<file path="src/design/assert_macros.svh">
// Assertion helpers used by the estimator RTL.
`ifndef ASSERT_MACROS_SVH
`define ASSERT_MACROS_SVH

// Same-cycle implication, disabled while in reset.
`define PRE_ASSERT_IMP(label, clk, rst, ante, cons, msg) \
   label: assert property (@(posedge clk) disable iff (rst) (ante) |-> (cons)) \
      else $error(msg);

// Next-cycle implication, disabled while in reset.
`define PRE_ASSERT_NXT(label, clk, rst, ante, cons, msg) \
   label: assert property (@(posedge clk) disable iff (rst) (ante) |=> (cons)) \
      else $error(msg);

`endif

</file>
<file path="src/design/pre_pkg.sv">
package pre_pkg;

   // defaults for the top-level parameters
   localparam int HISTORY_DEPTH_DEF = 4;
   localparam int SAMPLE_BITS_DEF   = 18;
   localparam int TIME_BITS_DEF     = 32;

   localparam int CFG_BITS       = 16;
   localparam int CSR_INDEX_BITS = 2;
   localparam int RATE_BITS      = 16;
   localparam int DIVISOR_BITS   = 16;

   // 60000 ms * 256 (Q8.8) needs 24 bits
   localparam int RATE_DIVIDEND_BITS = 24;
   localparam logic [RATE_DIVIDEND_BITS-1:0] RATE_DIVIDEND = 24'd15360000;
   localparam logic [RATE_BITS-1:0] RATE_MAX = 16'hFFFF;

   // baseline EMA: (19*b + x) / 20, peak decay: 49*p / 50
   localparam int BASE_KEEP = 19;
   localparam int PEAK_KEEP = 49;
   localparam logic [DIVISOR_BITS-1:0] BASE_DIVISOR = 16'd20;
   localparam logic [DIVISOR_BITS-1:0] PEAK_DIVISOR = 16'd50;

   // register indexes
   localparam logic [CSR_INDEX_BITS-1:0] CSR_THR_FLOOR          = 2'd0;
   localparam logic [CSR_INDEX_BITS-1:0] CSR_MIN_INTERVAL_MS    = 2'd1;
   localparam logic [CSR_INDEX_BITS-1:0] CSR_MAX_INTERVAL_MS    = 2'd2;
   localparam logic [CSR_INDEX_BITS-1:0] CSR_NO_BEAT_TIMEOUT_MS = 2'd3;

   // register reset values
   localparam logic [CFG_BITS-1:0] THR_FLOOR_RST          = 16'd500;
   localparam logic [CFG_BITS-1:0] MIN_INTERVAL_MS_RST    = 16'd300;
   localparam logic [CFG_BITS-1:0] MAX_INTERVAL_MS_RST    = 16'd2000;
   localparam logic [CFG_BITS-1:0] NO_BEAT_TIMEOUT_MS_RST = 16'd3000;

endpackage

</file>
<file path="src/design/pre_req_if.sv">
interface pre_req_if #(
   parameter int SAMPLE_BITS = pre_pkg::SAMPLE_BITS_DEF,
   parameter int TIME_BITS   = pre_pkg::TIME_BITS_DEF
);
   logic                   valid;
   logic                   ready;
   logic [SAMPLE_BITS-1:0] ir_sample;
   logic [TIME_BITS-1:0]   time_ms;

   modport source (output valid, output ir_sample, output time_ms, input ready);
   modport sink (input valid, input ir_sample, input time_ms, output ready);
endinterface

</file>
<file path="src/design/pre_rsp_if.sv">
interface pre_rsp_if #(
   parameter int AC_BITS = pre_pkg::SAMPLE_BITS_DEF + 1
);
   logic                          valid;
   logic                          ready;
   logic [pre_pkg::RATE_BITS-1:0] rate_bpm_q8;
   logic                          beat_edge;
   logic                          beat_counted;
   logic                          signal_lost;
   logic [pre_pkg::CFG_BITS-1:0]  detect_level;
   logic signed [AC_BITS-1:0]     ac_level;

   modport source (output valid, output rate_bpm_q8, output beat_edge, output beat_counted,
                   output signal_lost, output detect_level, output ac_level,
                   input ready);
   modport sink (input valid, input rate_bpm_q8, input beat_edge, input beat_counted,
                 input signal_lost, input detect_level, input ac_level,
                 output ready);
endinterface

</file>
<file path="src/design/pre_div.sv">
// Restoring unsigned divider, one quotient bit per cycle.
module pre_div #(
   parameter int DIVIDEND_BITS = pre_pkg::RATE_DIVIDEND_BITS,
   parameter int DIVISOR_BITS  = pre_pkg::DIVISOR_BITS
) (
   input  logic                     clock,
   input  logic                     reset,
   input  logic                     start,
   input  logic [DIVIDEND_BITS-1:0] dividend,
   input  logic [DIVISOR_BITS-1:0]  divisor,
   output logic                     done,
   output logic [DIVIDEND_BITS-1:0] quotient
);
   localparam int CntBits = $clog2(DIVIDEND_BITS + 1);

   logic [DIVIDEND_BITS-1:0] quo_ff;
   logic [DIVISOR_BITS-1:0]  rem_ff;
   logic [DIVISOR_BITS-1:0]  dvs_ff;
   logic [CntBits-1:0]       cnt_ff;
   logic                     run_ff;
   logic                     done_ff;

   logic [DIVISOR_BITS:0]    trial;
   logic [DIVISOR_BITS:0]    diff;
   logic                     fits;

   assign trial = {rem_ff, quo_ff[DIVIDEND_BITS-1]};
   assign diff  = trial - {1'b0, dvs_ff};
   assign fits  = trial >= {1'b0, dvs_ff};

   always_ff @(posedge clock) begin
      if (reset) begin
         run_ff  <= 1'b0;
         done_ff <= 1'b0;
         cnt_ff  <= '0;
      end else begin
         done_ff <= 1'b0;
         if (start) begin
            run_ff <= 1'b1;
            cnt_ff <= CntBits'(DIVIDEND_BITS);
         end else if (run_ff) begin
            cnt_ff <= cnt_ff - 1'b1;
            if (cnt_ff == CntBits'(1)) begin
               run_ff  <= 1'b0;
               done_ff <= 1'b1;
            end
         end
      end
   end

   always_ff @(posedge clock) begin
      if (start) begin
         quo_ff <= dividend;
         rem_ff <= '0;
         dvs_ff <= divisor;
      end else if (run_ff) begin
         quo_ff <= {quo_ff[DIVIDEND_BITS-2:0], fits};
         rem_ff <= fits ? diff[DIVISOR_BITS-1:0] : trial[DIVISOR_BITS-1:0];
      end
   end

   assign done     = done_ff;
   assign quotient = quo_ff;
endmodule

</file>
<file path="src/design/pulse_rate_estimator_unit.sv">
// Per sample the sequencer updates the baseline (skipped when the first sample seeds it), decays
// the peak, checks for an edge, on a counted beat finds the rate and the history mean, then checks
// for silence. The shared radix-2 divider does every division (baseline, peak, rate and mean).
// A sample is accepted only in idle, after the last result has entered the output register; a
// finished result waits there for the receiver while the next sample is accepted. Reset (synchronous,
// active high) restores register defaults and clears the tracking state but not the history memory.
`include "assert_macros.svh"

module pulse_rate_estimator_unit #(
   parameter int HISTORY_DEPTH = pre_pkg::HISTORY_DEPTH_DEF,
   parameter int SAMPLE_BITS   = pre_pkg::SAMPLE_BITS_DEF,
   parameter int TIME_BITS     = pre_pkg::TIME_BITS_DEF
) (
   input  logic                                clock,
   input  logic                                reset,
   pre_req_if.sink                             req_if,
   pre_rsp_if.source                           rsp_if,
   input  logic                                csr_wr_en,
   input  logic [pre_pkg::CSR_INDEX_BITS-1:0]  csr_index,
   input  logic [pre_pkg::CFG_BITS-1:0]        csr_wr_data
);
   localparam int RateBits = pre_pkg::RATE_BITS;
   localparam int CfgBits  = pre_pkg::CFG_BITS;
   localparam int DvsBits  = pre_pkg::DIVISOR_BITS;
   localparam int AcBits   = SAMPLE_BITS + 1;
   // peak level never exceeds (2^SAMPLE_BITS - 1) / 50
   localparam int PeakBits = SAMPLE_BITS - 5;
   localparam int ThrBits  = (PeakBits - 1 > CfgBits) ? PeakBits - 1 : CfgBits;
   localparam int CmpBits  = (SAMPLE_BITS > ThrBits) ? SAMPLE_BITS : ThrBits;
   localparam int DivBits  = (SAMPLE_BITS + 5 > pre_pkg::RATE_DIVIDEND_BITS) ?
                             SAMPLE_BITS + 5 : pre_pkg::RATE_DIVIDEND_BITS;
   localparam int IdxBits  = (HISTORY_DEPTH > 1) ? $clog2(HISTORY_DEPTH) : 1;
   localparam int CntBits  = $clog2(HISTORY_DEPTH + 1);
   localparam int SumBits  = RateBits + $clog2(HISTORY_DEPTH);

   // sequencer states
   localparam logic [3:0] ST_IDLE      = 4'd0;
   localparam logic [3:0] ST_BASE      = 4'd1;
   localparam logic [3:0] ST_BASE_WAIT = 4'd2;
   localparam logic [3:0] ST_PEAK      = 4'd3;
   localparam logic [3:0] ST_PEAK_WAIT = 4'd4;
   localparam logic [3:0] ST_EDGE      = 4'd5;
   localparam logic [3:0] ST_RATE_WAIT = 4'd6;
   localparam logic [3:0] ST_MEAN      = 4'd7;
   localparam logic [3:0] ST_MEAN_WAIT = 4'd8;
   localparam logic [3:0] ST_TIMEOUT   = 4'd9;
   localparam logic [3:0] ST_OUT       = 4'd10;

   // configuration registers
   logic [CfgBits-1:0] min_thr_ff;
   logic [CfgBits-1:0] min_iv_ff;
   logic [CfgBits-1:0] max_iv_ff;
   logic [CfgBits-1:0] timeout_ff;

   // sequencer and latched sample
   logic [3:0]             state_ff;
   logic [3:0]             state_in;
   logic [SAMPLE_BITS-1:0] x_ff;
   logic [TIME_BITS-1:0]   now_ff;

   // tracking state
   logic [SAMPLE_BITS-1:0] base_ff;
   logic                   seeded_ff;
   logic [PeakBits-1:0]    peak_ff;
   logic                   was_above_ff;
   logic [TIME_BITS-1:0]   last_ff;
   logic [IdxBits-1:0]     hidx_ff;
   logic [CntBits-1:0]     count_ff;
   logic [SumBits-1:0]     sum_ff;
   logic [RateBits-1:0]    rate_ff;
   logic [RateBits-1:0]    old_ff;
   logic [RateBits-1:0]    hist_mem [HISTORY_DEPTH];

   // per-sample flags
   logic edge_ff;
   logic counted_ff;
   logic lost_ff;

   // result register
   logic                     rsp_valid_ff;
   logic [RateBits-1:0]      rsp_rate_ff;
   logic                     rsp_edge_ff;
   logic                     rsp_counted_ff;
   logic                     rsp_lost_ff;
   logic [CfgBits-1:0]       rsp_thr_ff;
   logic signed [AcBits-1:0] rsp_ac_ff;

   // shared divider
   logic               div_start;
   logic [DivBits-1:0] div_dividend;
   logic [DvsBits-1:0] div_divisor;
   logic               div_done;
   logic [DivBits-1:0] div_quotient;

   // datapath
   logic signed [AcBits-1:0] ac;
   logic signed [AcBits-1:0] ac_neg;
   logic [SAMPLE_BITS-1:0]   mag;
   logic [DivBits-1:0]       base_dividend;
   logic [DivBits-1:0]       peak_scaled;
   logic [DivBits-1:0]       peak_dividend;
   logic [ThrBits-1:0]       half_peak;
   logic [ThrBits-1:0]       thr;
   logic [CfgBits-1:0]       thr_out;
   logic                     above;
   logic                     beat_edge;
   logic [TIME_BITS-1:0]     gap;
   logic                     count_ok;
   logic                     timed_out;
   logic [RateBits-1:0]      rate_sat;
   logic                     hist_full;
   logic [SumBits-1:0]       sum_next;
   logic                     req_fire;
   logic                     out_free;

   assign req_fire = req_if.valid && req_if.ready;
   assign out_free = !rsp_valid_ff || rsp_if.ready;

   // AC part and its magnitude
   assign ac     = $signed({1'b0, x_ff}) - $signed({1'b0, base_ff});
   assign ac_neg = -ac;
   assign mag    = ac[AcBits-1] ? ac_neg[SAMPLE_BITS-1:0] : ac[SAMPLE_BITS-1:0];

   // max(floor(49p/50), floor(mag/50)) is floor(max(49p, mag)/50): one division
   assign base_dividend = DivBits'(base_ff) * DivBits'(pre_pkg::BASE_KEEP) + DivBits'(x_ff);
   assign peak_scaled   = DivBits'(peak_ff) * DivBits'(pre_pkg::PEAK_KEEP);
   assign peak_dividend = (peak_scaled > DivBits'(mag)) ? peak_scaled : DivBits'(mag);

   // adaptive threshold, floored by the register
   assign half_peak = ThrBits'(peak_ff[PeakBits-1:1]);
   assign thr       = (half_peak > ThrBits'(min_thr_ff)) ? half_peak : ThrBits'(min_thr_ff);
   assign thr_out   = (thr > ThrBits'(pre_pkg::RATE_MAX)) ? pre_pkg::RATE_MAX
                                                          : thr[CfgBits-1:0];
   assign above     = !ac[AcBits-1] && (CmpBits'(ac[SAMPLE_BITS-1:0]) > CmpBits'(thr));
   assign beat_edge = above && !was_above_ff;

   // time since the last beat; after the edge step this uses the updated last beat
   assign gap       = now_ff - last_ff;
   assign count_ok  = beat_edge && (last_ff != '0) && (gap > TIME_BITS'(min_iv_ff)) &&
                      (gap < TIME_BITS'(max_iv_ff));
   assign timed_out = (last_ff != '0) && (gap > TIME_BITS'(timeout_ff));

   assign rate_sat  = (div_quotient > DivBits'(pre_pkg::RATE_MAX)) ? pre_pkg::RATE_MAX
                                                                   : div_quotient[RateBits-1:0];
   assign hist_full = count_ff == CntBits'(HISTORY_DEPTH);
   // running sum of the valid entries; drop the overwritten one when full
   assign sum_next  = hist_full ? sum_ff - SumBits'(old_ff) + SumBits'(rate_sat)
                                : sum_ff + SumBits'(rate_sat);

   // sequencer and divider operand selection
   always_comb begin
      state_in     = state_ff;
      div_start    = 1'b0;
      div_dividend = base_dividend;
      div_divisor  = pre_pkg::BASE_DIVISOR;
      case (state_ff)
         ST_IDLE: begin
            if (req_fire) begin
               state_in = ST_BASE;
            end
         end
         ST_BASE: begin
            if (seeded_ff) begin
               div_start = 1'b1;
               state_in  = ST_BASE_WAIT;
            end else begin
               state_in  = ST_PEAK;
            end
         end
         ST_BASE_WAIT: begin
            if (div_done) begin
               state_in = ST_PEAK;
            end
         end
         ST_PEAK: begin
            div_start    = 1'b1;
            div_dividend = peak_dividend;
            div_divisor  = pre_pkg::PEAK_DIVISOR;
            state_in     = ST_PEAK_WAIT;
         end
         ST_PEAK_WAIT: begin
            if (div_done) begin
               state_in = ST_EDGE;
            end
         end
         ST_EDGE: begin
            div_dividend = DivBits'(pre_pkg::RATE_DIVIDEND);
            div_divisor  = gap[DvsBits-1:0];
            if (count_ok) begin
               div_start = 1'b1;
               state_in  = ST_RATE_WAIT;
            end else begin
               state_in  = ST_TIMEOUT;
            end
         end
         ST_RATE_WAIT: begin
            if (div_done) begin
               state_in = ST_MEAN;
            end
         end
         ST_MEAN: begin
            div_start    = 1'b1;
            div_dividend = DivBits'(sum_ff);
            div_divisor  = DvsBits'(count_ff);
            state_in     = ST_MEAN_WAIT;
         end
         ST_MEAN_WAIT: begin
            if (div_done) begin
               state_in = ST_TIMEOUT;
            end
         end
         ST_TIMEOUT: begin
            state_in = ST_OUT;
         end
         ST_OUT: begin
            if (out_free) begin
               state_in = ST_IDLE;
            end
         end
         default: begin
            state_in = ST_IDLE;
         end
      endcase
   end

   pre_div #(
      .DIVIDEND_BITS(DivBits),
      .DIVISOR_BITS (DvsBits)
   ) u_div (
      .clock   (clock),
      .reset   (reset),
      .start   (div_start),
      .dividend(div_dividend),
      .divisor (div_divisor),
      .done    (div_done),
      .quotient(div_quotient)
   );

   // configuration writes
   always_ff @(posedge clock) begin
      if (reset) begin
         min_thr_ff <= pre_pkg::THR_FLOOR_RST;
         min_iv_ff  <= pre_pkg::MIN_INTERVAL_MS_RST;
         max_iv_ff  <= pre_pkg::MAX_INTERVAL_MS_RST;
         timeout_ff <= pre_pkg::NO_BEAT_TIMEOUT_MS_RST;
      end else if (csr_wr_en) begin
         case (csr_index)
            pre_pkg::CSR_THR_FLOOR:          min_thr_ff <= csr_wr_data;
            pre_pkg::CSR_MIN_INTERVAL_MS:    min_iv_ff  <= csr_wr_data;
            pre_pkg::CSR_MAX_INTERVAL_MS:    max_iv_ff  <= csr_wr_data;
            pre_pkg::CSR_NO_BEAT_TIMEOUT_MS: timeout_ff <= csr_wr_data;
            default: ;
         endcase
      end
   end

   // control and tracking state
   always_ff @(posedge clock) begin
      if (reset) begin
         state_ff     <= ST_IDLE;
         base_ff      <= '0;
         seeded_ff    <= 1'b0;
         peak_ff      <= '0;
         was_above_ff <= 1'b0;
         last_ff      <= '0;
         hidx_ff      <= '0;
         count_ff     <= '0;
         sum_ff       <= '0;
         rate_ff      <= '0;
         edge_ff      <= 1'b0;
         counted_ff   <= 1'b0;
         lost_ff      <= 1'b0;
         rsp_valid_ff <= 1'b0;
      end else begin
         state_ff <= state_in;
         case (state_ff)
            ST_BASE: begin
               // the first sample seeds the baseline
               if (!seeded_ff) begin
                  base_ff   <= x_ff;
                  seeded_ff <= 1'b1;
               end
            end
            ST_BASE_WAIT: begin
               if (div_done) begin
                  base_ff <= div_quotient[SAMPLE_BITS-1:0];
               end
            end
            ST_PEAK_WAIT: begin
               if (div_done) begin
                  peak_ff <= div_quotient[PeakBits-1:0];
               end
            end
            ST_EDGE: begin
               edge_ff      <= beat_edge;
               counted_ff   <= count_ok;
               was_above_ff <= above;
               if (beat_edge) begin
                  last_ff <= now_ff;
               end
            end
            ST_RATE_WAIT: begin
               if (div_done) begin
                  sum_ff  <= sum_next;
                  hidx_ff <= (hidx_ff == IdxBits'(HISTORY_DEPTH - 1)) ? '0 : hidx_ff + 1'b1;
                  if (!hist_full) begin
                     count_ff <= count_ff + 1'b1;
                  end
               end
            end
            ST_MEAN_WAIT: begin
               if (div_done) begin
                  rate_ff <= div_quotient[RateBits-1:0];
               end
            end
            ST_TIMEOUT: begin
               // a long silence drops the rate and the whole history
               lost_ff <= timed_out;
               if (timed_out) begin
                  last_ff  <= '0;
                  hidx_ff  <= '0;
                  count_ff <= '0;
                  sum_ff   <= '0;
                  rate_ff  <= '0;
               end
            end
            default: ;
         endcase

         if (state_ff == ST_OUT && out_free) begin
            rsp_valid_ff <= 1'b1;
         end else if (rsp_if.ready) begin
            rsp_valid_ff <= 1'b0;
         end
      end
   end

   // payload registers
   always_ff @(posedge clock) begin
      if (req_fire) begin
         x_ff   <= req_if.ir_sample;
         now_ff <= req_if.time_ms;
      end
      if (state_ff == ST_OUT && out_free) begin
         rsp_rate_ff    <= rate_ff;
         rsp_edge_ff    <= edge_ff;
         rsp_counted_ff <= counted_ff;
         rsp_lost_ff    <= lost_ff;
         rsp_thr_ff     <= thr_out;
         rsp_ac_ff      <= ac;
      end
   end

   // history store: fetch the entry about to be overwritten, then write the new rate
   always_ff @(posedge clock) begin
      if (state_ff == ST_EDGE) begin
         old_ff <= hist_mem[hidx_ff];
      end
      if (state_ff == ST_RATE_WAIT && div_done) begin
         hist_mem[hidx_ff] <= rate_sat;
      end
   end

   assign req_if.ready          = state_ff == ST_IDLE;
   assign rsp_if.valid          = rsp_valid_ff;
   assign rsp_if.rate_bpm_q8    = rsp_rate_ff;
   assign rsp_if.beat_edge      = rsp_edge_ff;
   assign rsp_if.beat_counted   = rsp_counted_ff;
   assign rsp_if.signal_lost    = rsp_lost_ff;
   assign rsp_if.detect_level   = rsp_thr_ff;
   assign rsp_if.ac_level       = rsp_ac_ff;

   // a counted beat is always an edge and always leaves a nonzero rate
   `PRE_ASSERT_IMP(a_counted_is_edge, clock, reset, rsp_valid_ff && rsp_counted_ff, rsp_edge_ff, "counted beat without an edge")
   `PRE_ASSERT_IMP(a_counted_rate, clock, reset, rsp_valid_ff && rsp_counted_ff, rsp_rate_ff != '0, "counted beat with zero rate")
   // a timeout must report an unknown rate
   `PRE_ASSERT_IMP(a_lost_clears, clock, reset, rsp_valid_ff && rsp_lost_ff, rsp_rate_ff == '0, "signal lost with a rate")
   // the fill count saturates at the history depth
   `PRE_ASSERT_IMP(a_count_bound, clock, reset, 1'b1, count_ff <= CntBits'(HISTORY_DEPTH), "history count overflow")
   // an accepted item starts the sequencer
   `PRE_ASSERT_NXT(a_accept_busy, clock, reset, req_fire, state_ff != ST_IDLE, "sequencer did not start")
endmodule

</file>
<file path="src/flat_wrapper.sv">
// flat-port wrapper written by rule: the top's interface ports become plain ports
module pulse_rate_estimator_unit_flat 
#(
   parameter int HISTORY_DEPTH = pre_pkg::HISTORY_DEPTH_DEF,
   parameter int SAMPLE_BITS   = pre_pkg::SAMPLE_BITS_DEF,
   parameter int TIME_BITS     = pre_pkg::TIME_BITS_DEF
)
  (clock, reset, csr_wr_en, csr_index, csr_wr_data, req_if_valid, req_if_ir_sample, req_if_time_ms, req_if_ready, rsp_if_valid, rsp_if_rate_bpm_q8, rsp_if_beat_edge, rsp_if_beat_counted, rsp_if_signal_lost, rsp_if_detect_level, rsp_if_ac_level, rsp_if_ready);
  pre_req_if #(.SAMPLE_BITS(SAMPLE_BITS), .TIME_BITS(TIME_BITS)) req_if_i ();
  pre_rsp_if rsp_if_i ();
  input  logic clock;
  input  logic reset;
  input  logic csr_wr_en;
  input  logic [pre_pkg::CSR_INDEX_BITS-1:0] csr_index;
  input  logic [pre_pkg::CFG_BITS-1:0] csr_wr_data;
  input wire logic [$bits(req_if_i.valid)-1:0] req_if_valid;
  input wire logic [$bits(req_if_i.ir_sample)-1:0] req_if_ir_sample;
  input wire logic [$bits(req_if_i.time_ms)-1:0] req_if_time_ms;
  output wire logic [$bits(req_if_i.ready)-1:0] req_if_ready;
  output wire logic [$bits(rsp_if_i.valid)-1:0] rsp_if_valid;
  output wire logic [$bits(rsp_if_i.rate_bpm_q8)-1:0] rsp_if_rate_bpm_q8;
  output wire logic [$bits(rsp_if_i.beat_edge)-1:0] rsp_if_beat_edge;
  output wire logic [$bits(rsp_if_i.beat_counted)-1:0] rsp_if_beat_counted;
  output wire logic [$bits(rsp_if_i.signal_lost)-1:0] rsp_if_signal_lost;
  output wire logic [$bits(rsp_if_i.detect_level)-1:0] rsp_if_detect_level;
  output wire logic [$bits(rsp_if_i.ac_level)-1:0] rsp_if_ac_level;
  input wire logic [$bits(rsp_if_i.ready)-1:0] rsp_if_ready;
  assign req_if_i.valid = req_if_valid;
  assign req_if_i.ir_sample = req_if_ir_sample;
  assign req_if_i.time_ms = req_if_time_ms;
  assign req_if_ready = req_if_i.ready;
  assign rsp_if_valid = rsp_if_i.valid;
  assign rsp_if_rate_bpm_q8 = rsp_if_i.rate_bpm_q8;
  assign rsp_if_beat_edge = rsp_if_i.beat_edge;
  assign rsp_if_beat_counted = rsp_if_i.beat_counted;
  assign rsp_if_signal_lost = rsp_if_i.signal_lost;
  assign rsp_if_detect_level = rsp_if_i.detect_level;
  assign rsp_if_ac_level = rsp_if_i.ac_level;
  assign rsp_if_i.ready = rsp_if_ready;
  pulse_rate_estimator_unit #(.HISTORY_DEPTH(HISTORY_DEPTH), .SAMPLE_BITS(SAMPLE_BITS), .TIME_BITS(TIME_BITS)) u_core (.clock(clock), .reset(reset), .req_if(req_if_i), .rsp_if(rsp_if_i), .csr_wr_en(csr_wr_en), .csr_index(csr_index), .csr_wr_data(csr_wr_data));
endmodule
</file>
<file path="config.mk">
export PLATFORM = sky130hd
export DESIGN_NAME = pulse_rate_estimator_unit_flat
export DESIGN_NICKNAME = d
export VERILOG_FILES = /design/src/design/pre_pkg.sv /design/src/design/pre_req_if.sv /design/src/design/pre_rsp_if.sv /design/src/design/pre_div.sv /design/src/design/pulse_rate_estimator_unit.sv /design/src/flat_wrapper.sv
export VERILOG_INCLUDE_DIRS = /design/src /design/src/design
export SDC_FILE = /design/constraint.sdc
export NUM_CORES = 1
export LEC_CHECK = 0
export ABC_AREA = 1
export BUFFER_PORTS_ARGS = -buffer_cell sky130_fd_sc_hd__buf_2
export CAP_MARGIN = 30
export CORE_ASPECT_RATIO = 1.5
export CORE_MARGIN = 2
export CORE_UTILIZATION = 57
export CTS_CLUSTER_SIZE = 40
export DETAILED_ROUTE_END_ITERATION = 6
export HOLD_SLACK_MARGIN = 0.08
export PLACE_DENSITY = 0.84
export SYNTH_ARGS = -nofsm -noshare
export SYNTH_HDL_FRONTEND = slang
export SYNTH_SLANG_ARGS = --single-unit
</file>
<file path="constraint.sdc">
create_clock -name clock -period 4.6 [get_ports clock]
set_input_delay 0.46 -clock clock [delete_from_list [all_inputs] [get_ports clock]]
set_output_delay 0.46 -clock clock [all_outputs]
set_load 0.01 [all_outputs]
</file>
# == After elaboration in Yosys (flattened, before gate mapping) ==
# Memory sizes are Yosys's and may differ from the RTL's. A register that Yosys moved wholly into a read port is not among the register bits.
# Index checks and enable logic that the tools add are counted.
# Widths: inputs -> output; s select.
# op_classes
bitwise,1
muxes,52
n_mul,2
n_addsub,11
magnitude_cmp,9
n_eq_ne,26
reduce_logical,36
# op_table
cell,count
$mux 18,6
$mux 16,5
$pmux 18 s2,2
$pmux 24 s3,1
$gt 32x16->1,2
$mux 32,2
$pmux 32 s2,1
$mux 24,2
$pmux 16 s3,1
$pmux 4 s11,1
$add 18x16->18,2
$lt 32x16->1,1
$pmux 16 s2,1
$reduce_bool 32->1,1
$sub 32x32->32,1
$mux 4,7
$add 23x18->24,1
$gt 24x16->1 const B,1
$mul 18x5->23 const B,1
$gt 19x18->1,1
$mul 13x6->19 const B,1
$mux 19,1
$sub 18x18->19,1
$gt 18x16->1,1
39 further kinds,93
# word_totals
mem_bits_rw,64
in_bits,73
ff_bits,343
out_inout_bits,56
elab_cells,171
memories,1
# memory_table
memory,depth,word_bits,rd,rd_clocked_by_memory_dff,write_ports,line,text
u_core.hist_mem,4,16,1,1,1,pulse_rate_estimator_unit.sv:72,logic [RateBits-1:0] hist_mem [HISTORY_DEPTH];

# == Depth between registers and ports, before layout ==
# Gate-level depths: netlist of the first run.
# depth
word_depth,11
mapped_depth,36
mapped_depth_nobuf,35

# == By module ==
# Synthesis of the first run repeated with hierarchy kept, for this count alone.
# hier_totals
cells_unflattened,3750
area_unflattened_um2,29005.3
# by_module_without_submodules
module,area_per_inst_um2,n_inst,seq_area_each_um2,cells_per_inst
pulse_rate_estimator_unit,25339.3,1,9048.7,3267
pre_div,3666.0,1,1661.6,483

# == Worst setup path before layout of the first run ==
# Ideal clock, no wire load.
# synth_path
path_type,reg-to-reg
start,register u_core.peak_ff[4]
end,"register u_core.u_div.quo_ff[1], in the netlist u_core.u_div.quotient[1], data pin"
path_stages_with_launch,29
arrival_ns,4.247
setup_slack_ns,0.101
path_buffers,1
t_required_ns,4.348
synth_period_minus_slack_ns,4.499
setup_time_ns,0.252
cell_sequence,dfxtp_1 -> ha_1 -> inv_1 -> fa_1 -> inv_1 -> ha_1 -> ha_1 -> inv_1 -> o21bai_1 -> nand2_1 -> nand2_1 -> a21oi_1 -> o21ai_0 -> a31oi_1 -> xor2_1 -> inv_1 -> ha_1 -> a21o_1 -> a21oi_1 -> nand2_1 -> nand2_1 -> nand2_1 -> inv_1 -> clkbuf_1 -> nand2_1 -> nand3_1 -> o211ai_1 -> nand2_1 -> nand2_1
# synth_between
elab_chain_cells,11
elab_cells_between_ends,15
classes_between,1 x mul; 3 x order compare; 6 x mux; 5 x reduce/logical
# synth_rtl
element,line,text
"start, declared",pulse_rate_estimator_unit.sv:64,logic [PeakBits-1:0] peak_ff;
"start signal, assigned",pulse_rate_estimator_unit.sv:291,peak_ff <= div_quotient[PeakBits-1:0];
"parallel branches: the longest is 10 deep, another holds $mul 13x6->19",-,
$mux 24 *,pre_div.sv:52,if (start) begin
"end signal, assigned",pre_div.sv:53,quo_ff <= dividend;
"end signal, assigned",pre_div.sv:57,"quo_ff <= {quo_ff[DIVIDEND_BITS-2:0], fits};"
"end, declared",pre_div.sv:16,logic [DIVIDEND_BITS-1:0] quo_ff;
# Mark *: on every way between the ends.
# A chain may end at the register's enable or synchronous reset.

# == Final worst setup path of the first run ==
# layout_path
start,register u_core.x_ff[2]
end,"register u_core.u_div.quo_ff[14], in the netlist u_core.u_div.quotient[14], data pin"
# layout_between
elab_chain_cells,10
elab_cells_between_ends,17
classes_between,3 x add/sub; 2 x order compare; 6 x mux; 6 x reduce/logical
# layout_rtl
element,line,text
"start, declared",pulse_rate_estimator_unit.sv:58,logic [SAMPLE_BITS-1:0] x_ff;
"start signal, assigned",pulse_rate_estimator_unit.sv:341,x_ff <= req_if.ir_sample;
$sub 18x18->19 *,pulse_rate_estimator_unit.sv:120,"assign ac = $signed({1'b0, x_ff}) - $signed({1'b0, base_ff});"
named net u_core.ac[3],pulse_rate_estimator_unit.sv:96,logic signed [AcBits-1:0] ac;
"parallel branches: the longest is 8 deep, another holds $gt 19x18->1",-,
$mux 24 *,pre_div.sv:52,
# Mark *: on every way through the listed nets, which the timed path passes.

==> impl_summary.md, run 1 <==
Finish
The count of cells in the finished layout, fillers not included, comes to 4775. The finished cells cover 33900 µm². The synthesis-to-layout area growth is 17.4%. Measured on the finished design, the core utilization comes to 67.4%. The fraction of final layout cells with drive strength greater than 1 is 13.1%. The net count of the finished layout is 4489. Counting the fill cells in the layout gives between 4000 and 5000.

Logic synthesis
Yosys attributes the largest share of cell area to edfxtp_1, dfxtp_1, ha_1. The post-synthesis cell type with the largest combined area is edfxtp_1. By count the netlist is led by nand2_1, inv_1, a21oi_1, nor2_1, ha_1. The synthesized design contains 423 register bits. Counting flops with a built-in enable in the synthesized netlist gives 224.

In the synthesized netlist the dominant register cell turns out to be edfxtp_1. The synthesized net count is 4183. In the synthesized netlist the async set-or-reset flop fraction comes to 0%. The number of instances in the synthesized netlist is around 3800. After synthesis, the netlist uses 53 different library cells.

The total standard cell area after synthesis is between 20000 and 30000 µm². The count of yosys warnings during synthesis is 0. Summed over its instances, the top area cell type makes up 23.3% of the synthesized netlist area.

Of the synthesized area, sequential elements account for a little under two fifths. The library cell with the highest instance count after synthesis is nand2_1. The average instance area after synthesis is about 7.7 µm².

Clocking
The tree is rooted in a clkbuf_16. The total clock buffers created by CTS is 41. The count of clock tree sinks is 423. The buffer depth of the longest clock path is 3. The number of H-tree levels is 2. The post-CTS clock slew at the launch and capture registers of the worst setup and hold paths is 0.07 ns. The clock network latency to the later pin of the worst-skew pair is just under 0.6 ns. TritonCTS built the clock tree.

Critical path
The endpoint of the most critical register-to-register path is u_core.u_div.quotient[14]. For the worst setup path, the data required time is 4.95 ns. STA classifies the critical path startpoint as a flop.

The worst-path cell with the longest stage delay is edfxtp_1. For the worst setup path, the data arrival time is roughly 5.0 ns. For this run, the slowest stage of the critical path takes 0.52 ns. The cell that appears most often on the critical path is nand2_1. The worst register-to-register path has a depth of 33.

The worst setup path category is reg2reg. The worst flop-to-flop path startpoint is u_core.x_ff[2]. In this run the worst setup path begins at u_core.x_ff[2].

Of all nets on the critical path, the largest fanout is 6. For flop-to-flop paths, the worst setup slack is -0.02 ns. The kind of capture point of the worst setup path is a flop.

Placement
After legalization and detailed placement, the total HPWL measured 68.0 mm. At the end of routability-driven placement, the weighted congestion stood at 0.967. The post-placement cell count is 4621. The cell area after placement is 31300 µm². During placement, the flow inserted port buffers numbering ~130.

Min path
In this run the most critical hold path is launched from csr_wr_data[7]. Along the worst hold path, the cell count comes to 3. The path category of the worst min-delay check is in2reg.

The path with the worst hold slack has its endpoint at u_core.max_iv_ff[7].

GRT
The largest net degree at the start of global routing is 60. The initial antenna violation count came to 2. The aggregate global routing overflow is 0.

The via count of the first global-routing pass was 26500. Across every metal layer, demand over resource in global routing totals 33.5%. The first-pass GRT wire length is 137 mm.

Drt
The number of design rule violations left after detail routing is 0. The routed layout has 27000 vias. The remaining antenna violation count is 0.

The routed length per placed instance is 19.0 µm. In the routed layout, each cell is associated on average with a via count of 5.66. The number of design-rule violations left by the first detailed-router iteration is approximately 2200. The routed wire length is 90.5 mm.

The first detailed-routing pass ran for 6 iterations.

Power and ir drop
The worst ir drop on vdd is 0.655 mV. The power density normalized to cell area is approximately 650 nW/µm². The leakage component of the power is between 15 and 20 nW.

STA
After layout, the worst path uses 100% of the clock period. The final number of max-transition violations is 0. On the final layout, the worst clock skew is 0.0206 ns.

For the pin with the worst max-slew slack, the measured transition is 1.02 ns. The final critical-path setup slack is -0.0190 ns. The minimum clock period after layout is around 4.6 ns. The headroom to the max-slew limit is 32.1%. Derived from the worst setup path, the maximum achievable clock frequency is ~220 MHz.

Setup repair after global routing could not meet its margin everywhere. The hold violation count in the final report is 0. In the final timing run, aggregate negative setup slack is -0.0190 ns. Setup violations remaining at the end of the flow were counted as 1. Final hold analysis gives a worst-case slack of ~0.14 ns.

Run status
The final reports fail on negative setup slack. The run finished, with violations left.

Floorplanning
The floorplan has about 100 rows. The die boundary height is roughly 280 µm. The placeable core region is 50300 µm². The floorplan die width is around 190 µm. 129 I/O pins were placed. The starting utilization of the core area is 57.4%. The die footprint is 52500 µm².

Run
The number of violations of the max-capacitance limit is 0.
[sequential cells by signal (all words and copies together), names as in the netlist, 18 cells and up]
register	flops
u_core.base_ff	18
u_core.rsp_if.ac_level	19
u_core.last_ff	32
u_core.u_div.quotient	24
u_core.sum_ff	18
u_core.hist_mem	64
u_core.x_ff	18
u_core.now_ff	32
[routing by layer]
metal | wire [µm] | GRT usage, %
met5 | 20 | 0
met4 | 8940 | 27.6
met3 | 5920 | 4.91
met2 | 44500 | 60.2
met1 | 31200 | 34.3
[metrics by stage]
step,total power [W],worst slack [ns]
2_1_floorplan,0.0131,0.101
3_3_place_gp,0.0173,-0.00536
3_5_place_dp,0.0176,-0.0829
4_1_cts,0.0211,0.00985
5_1_grt,0.0236,-0.229
6_report,0.0221,-0.0190
[cell families after synthesis]
| kind of cell | after synthesis | synth area share (%) |
|---|---|---|
| simple gates | 1540 | 22.1 |
| compound gates | 697 | 13.0 |
| buf+inv | 689 | 9.20 |
| flops | 423 | 37.1 |
| fa+ha+maj | 344 | 16.5 |
| xor+xnor | 72 | 2.18 |
| mux | 1 | 0.0347 |
[layout by cell type (no fill, tap or decap), drive strengths merged, types with 7 or more instances in the layout]
cell | netlist | routed
xnor2 | 20 | 20
nand4 | 35 | 35
ha | 284 | 284
dfxtp | 199 | 199
o211ai | 34 | 34
inv | 584 | 586
nor3 | 24 | 24
buf | 23 | 314
a31oi | 25 | 25
o22ai | 18 | 18
nand3b | 11 | 11
clkinv | 3 | 15
nor2 | 336 | 336
clkbuf | 79 | 54
fa | 60 | 60
nor4 | 10 | 10
o21ai | 246 | 246
a21oi | 336 | 337
edfxtp | 224 | 224
xor2 | 52 | 52
o21bai | 7 | 7
nand2 | 897 | 897
or2 | 20 | 20
dlygate4sd3 | 0 | 50
nand3 | 201 | 201
[where the power goes]
group / switching (W) / total [W] / internal (W) / leakage, nW
logic: 0.00889 / 0.0138 / 0.00491 / 11.6
clock network: 0.00153 / 0.00339 / 0.00186 / 0.629
registers: 0.000440 / 0.00494 / 0.00450 / 3.47
total: 0.0109 / 0.0221 / 0.0113 / 15.7
[cell type report]
cell class              instances  area (µm²)  area share, %
flip-flops and latches        423       10700           31.6
multi-input cells            2655       16100           47.5
clock buffers                  54        1080           3.20
well taps                     669         837           2.47
clock inverters                22         233          0.686
inverters                     587        2210           6.52
repair buffers                364        2720           8.02
diodes                          1        2.50        0.00738
[worst max-delay path by stage]
stage	end	cells past startpoint
floorplan	u_core.u_div.quotient[1]	28
global placement	u_core.u_div.dvs_ff[7]	26
detailed placement	u_core.u_div.dvs_ff[6]	26
CTS	u_core.u_div.quotient[8]	28
global route	u_core.u_div.quotient[11]	30
finish	u_core.u_div.quotient[14]	33
[worst max-delay path: cells and delay by family, from the launching register on]
| family | cells | cell delay (ns) |
|---|---|---|
| AO/OA/AOI/OAI | 1 | 0.14 |
| AND/OR/NAND/NOR | 23 | 2.17 |
| XOR/XNOR | 1 | 0.25 |
| buffers and inverters | 6 | 0.68 |
| adder cells (fa/ha/maj) | 2 | 0.61 |
| flip-flops | 1 | 0.52 |
[what timing repair did]
item | CTS | global route
buffers inserted | 1 | 21
hold endpoints to repair | 50 | 0
gates cloned | 1 | 2
setup endpoints to repair | 32 | 117
gates resized for setup | 3 | 123
hold buffers | 50 | 0
pin swaps | 1 | 41
No activity file was read; power rests on OpenSTA's default activity.
==> run 2, diff against run 1 <==
--- a/config.mk
+++ b/config.mk
@@ -16,6 +16,7 @@
 export DETAILED_ROUTE_END_ITERATION = 6
 export HOLD_SLACK_MARGIN = 0.08
 export PLACE_DENSITY = 0.84
+export RECOVER_POWER = 100
 export SYNTH_ARGS = -nofsm -noshare
 export SYNTH_HDL_FRONTEND = slang
 export SYNTH_SLANG_ARGS = --single-unit
==> run 2 against run 1 <==
The flow finishes with violations (max-capacitance violations, max-slew violations, negative setup slack). Clock skew is 0.0023 ns higher. Combinational power barely moved. Design area is 0.26% lower. Die area stayed put. Via count down 0.14%. Utilization shrank 0.17 points. First-iteration DRC count is 11% lower. Critical path type unchanged. Largest cell class unchanged.
==> impl_summary.md, run 2 (synthesis results as in run 1) <==
Run status
The run finished, with violations left. The final reports fail on max-capacitance violations, max-slew violations, negative setup slack.

STA
In this run the tightest slew margin relative to its limit is -50.0%. Static timing analysis puts the maximum clock frequency at 217 MHz. The final number of max-transition violations is between 100 and 150. For the final database, setup skew stands at 0.0229 ns. For the pin with the worst max-slew slack, the measured transition is ~2.2 ns.

In the post-route analysis, the smallest setup slack over all paths is -0.00791 ns. The post-route setup TNS is -0.00791 ns. The hold violation count in the final report is 0. The number of setup violations in the final report is 1. Setup repair after global routing could not meet its margin everywhere. The ratio of final minimum period to clock period is 100%.

The smallest clock period supported by the final layout is computed as ~4.6 ns.

Power and ir drop
Across the VDD grid, the largest voltage drop is 0.662 mV. The power density normalized to cell area is 654 nW/µm². The leakage component of the power is roughly 16 nW.

Floorplanning
The placeable core region is 50300 µm². The die footprint is 52500 µm². The floorplan die width is 188 µm.

Row generation in the floorplan step produced 101 rows. The die boundary height is 280 µm. Pin placement for this block handled about 130 I/O pins. Once the floorplan was initialized, standard cells occupied 57.4% of the core.

GRT
The via count of the first global-routing pass is 26500. Entering global routing, the biggest net connects 60 pins. The overall routing resource usage is about a third. For this run the aggregate overflow at the end of global routing stands at 0. The first-pass GRT wire length is 137 mm. The initial antenna violation count is 1.

Finish
Compared with the post-synthesis result, the final layout area differs by 17.1%. The finished layout holds 4775 standard cells, fillers aside. The library cells used most frequently in the layout, excluding fill and tap cells, are nand2_1, inv_1, a21oi_1. The commonest non-fill, non-tap cell in the layout is nand2_1. The largest registers in the layout are u_core.hist_mem x64, u_core.last_ff x32, u_core.now_ff x32. Of the cells placed in the final design, the portion with a size suffix greater than 1 is ~12%. The flip-flop count of the largest register, all copies and words added is 64. The final layout contains between 4000 and 5000 nets. The number of fill cells is 4160. Summing all multi-input logic gate instances after layout gives 16100 µm². Across the whole layout, storage elements account for 10700 µm².

The register with the highest flop count is u_core.hist_mem.

Critical path
The worst register-to-register path has a setup slack of -0.008 ns. In this design, the stage delay of the slowest critical-path cell is roughly 0.47 ns. The worst setup path is launched from a flop. Among all stages on the critical path, the largest delay is contributed by fa_1. The required time at the endpoint of the critical path is 4.95 ns. The worst setup path category is reg2reg. The worst flop-to-flop path startpoint is u_core.peak_ff[2]. The kind of capture point of the worst setup path is a flop. The endpoint identified for the worst register-to-register timing path is u_core.u_div.quotient[14]. Of all nets on the critical path, the largest fanout is 5. The number of cells on the worst reg-to-reg path is 31. The most used cell along the critical path is nand2_1.

The data arrival time of the critical path is just under 5 ns.

Drt
After detailed routing, the total wire length is approximately 90 mm. After the first detailed-routing iteration, the DRC count stood at 1949. The first-pass iteration count of the detailed router is 6. In the routed design, unresolved DRC markers number 0. The routed via count is 27000.

After detailed routing, the average wire length per cell comes to 19.0 µm. The via density per instance is about 5.7. The detail route stage leaves a number of antenna-violating nets equal to 0.

Clocking
Clock-pin slew was measured on the worst setup and hold paths at 0.07 ns. TritonCTS built the clock tree. The clock network latency to the later pin of the worst-skew pair is 0.59 ns. The root buffer cell chosen for the clock tree is clkbuf_16. The number of H-tree levels is 2. The clock passes through at most 3 buffers.

Counting the buffers created by CTS gives a little over 40. The count of clock tree sinks is 423.

Placement
The post-placement cell count is 4621. Buffers placed on the I/O ports in this run total approximately 130. The worst setup slack before clock tree synthesis is -0.0829 ns. The detailed placement HPWL is 68.0 mm. The final estimated routing congestion in global placement is ~0.97.

Min path
The endpoint of the worst hold path is u_core.max_iv_ff[7]. The path class of the tightest hold or removal check is in2reg. The startpoint identified for the worst hold timing path is csr_wr_data[7]. The hold path depth is 3.

Run
Across the run, the number of max-cap violations was 2.
[run 2: cell type report]
class,count,share of cell area (%)
Antenna cell,1,0.00740
Clock buffer,54,3.21
Clock inverter,22,0.688
Inverter,587,6.53
Multi-Input combinational cell,2655,47.6
Sequential cell,423,31.7
Tap cell,669,2.47
Timing Repair Buffer,364,7.79
[run 2: stage by stage]
stage | utilization [%] | instance area, µm² | total power (W) | hold slack, ns
CTS | 65.9 | 33100 | 0.0211 | 0.121
global route | 67.2 | 33800 | 0.0236 | 0.150
global placement | 62.1 | 31200 | 0.0173 | 0.417
floorplan | - | 28900 | 0.0131 | 0.403
detailed placement | 62.2 | 31300 | 0.0176 | 0.421
finish | 67.2 | 33800 | 0.0221 | 0.141
[run 2: report_power, final]
part	switching, W	total [W]	internal [W]	leakage [nW]
combinational	0.00889	0.0138	0.00491	11.4
clock	0.00153	0.00339	0.00186	0.629
sequential	0.000442	0.00494	0.00450	3.47
[run 2: metal layers]
metal | GRT usage (%) | share of wire, % | vias up
li1 | - | - | 13000
met1 | 34.3 | 34 | 12500
met2 | 60.2 | 49 | 1144
met3 | 4.91 | 6.8 | 406
met4 | 27.6 | 9.9 | 0
met5 | 0 | 0 | -
[run 2: how the worst max path moves through the flow]
stage / start / end / slack, ns / cells past startpoint
6_report: u_core.peak_ff[2] / u_core.u_div.quotient[14] / -0.008 / 31
3_3_place_gp: u_core.peak_ff[2] / u_core.u_div.dvs_ff[7] / -0.005 / 26
2_1_floorplan: u_core.peak_ff[4] / u_core.u_div.quotient[1] / 0.10 / 28
3_5_place_dp: u_core.peak_ff[2] / u_core.u_div.dvs_ff[6] / -0.08 / 26
4_1_cts: u_core.peak_ff[1] / u_core.u_div.quotient[8] / 0.01 / 28
5_1_grt: u_core.peak_ff[4] / u_core.u_div.quotient[11] / -0.23 / 30
[run 2: timing repair]
item	4_1_cts	5_1_grt
hold endpoints to repair	50	0
buffers inserted	1	21
hold buffers	50	0
resized for setup	3	123
pin swaps	1	41
endpoints found under the setup margin	32	117
cloned	1	2
[run 2: critical path, delay by kind of cell (launching register included)]
family / cells / cell delay (ns)
adder cells (fa/ha/maj): 6 / 1.87
AND/OR/NAND/NOR: 15 / 1.11
buffers and inverters: 8 / 0.66
flip-flops: 1 / 0.36
AO/OA/AOI/OAI: 1 / 0.19
XOR/XNOR: 1 / 0.18
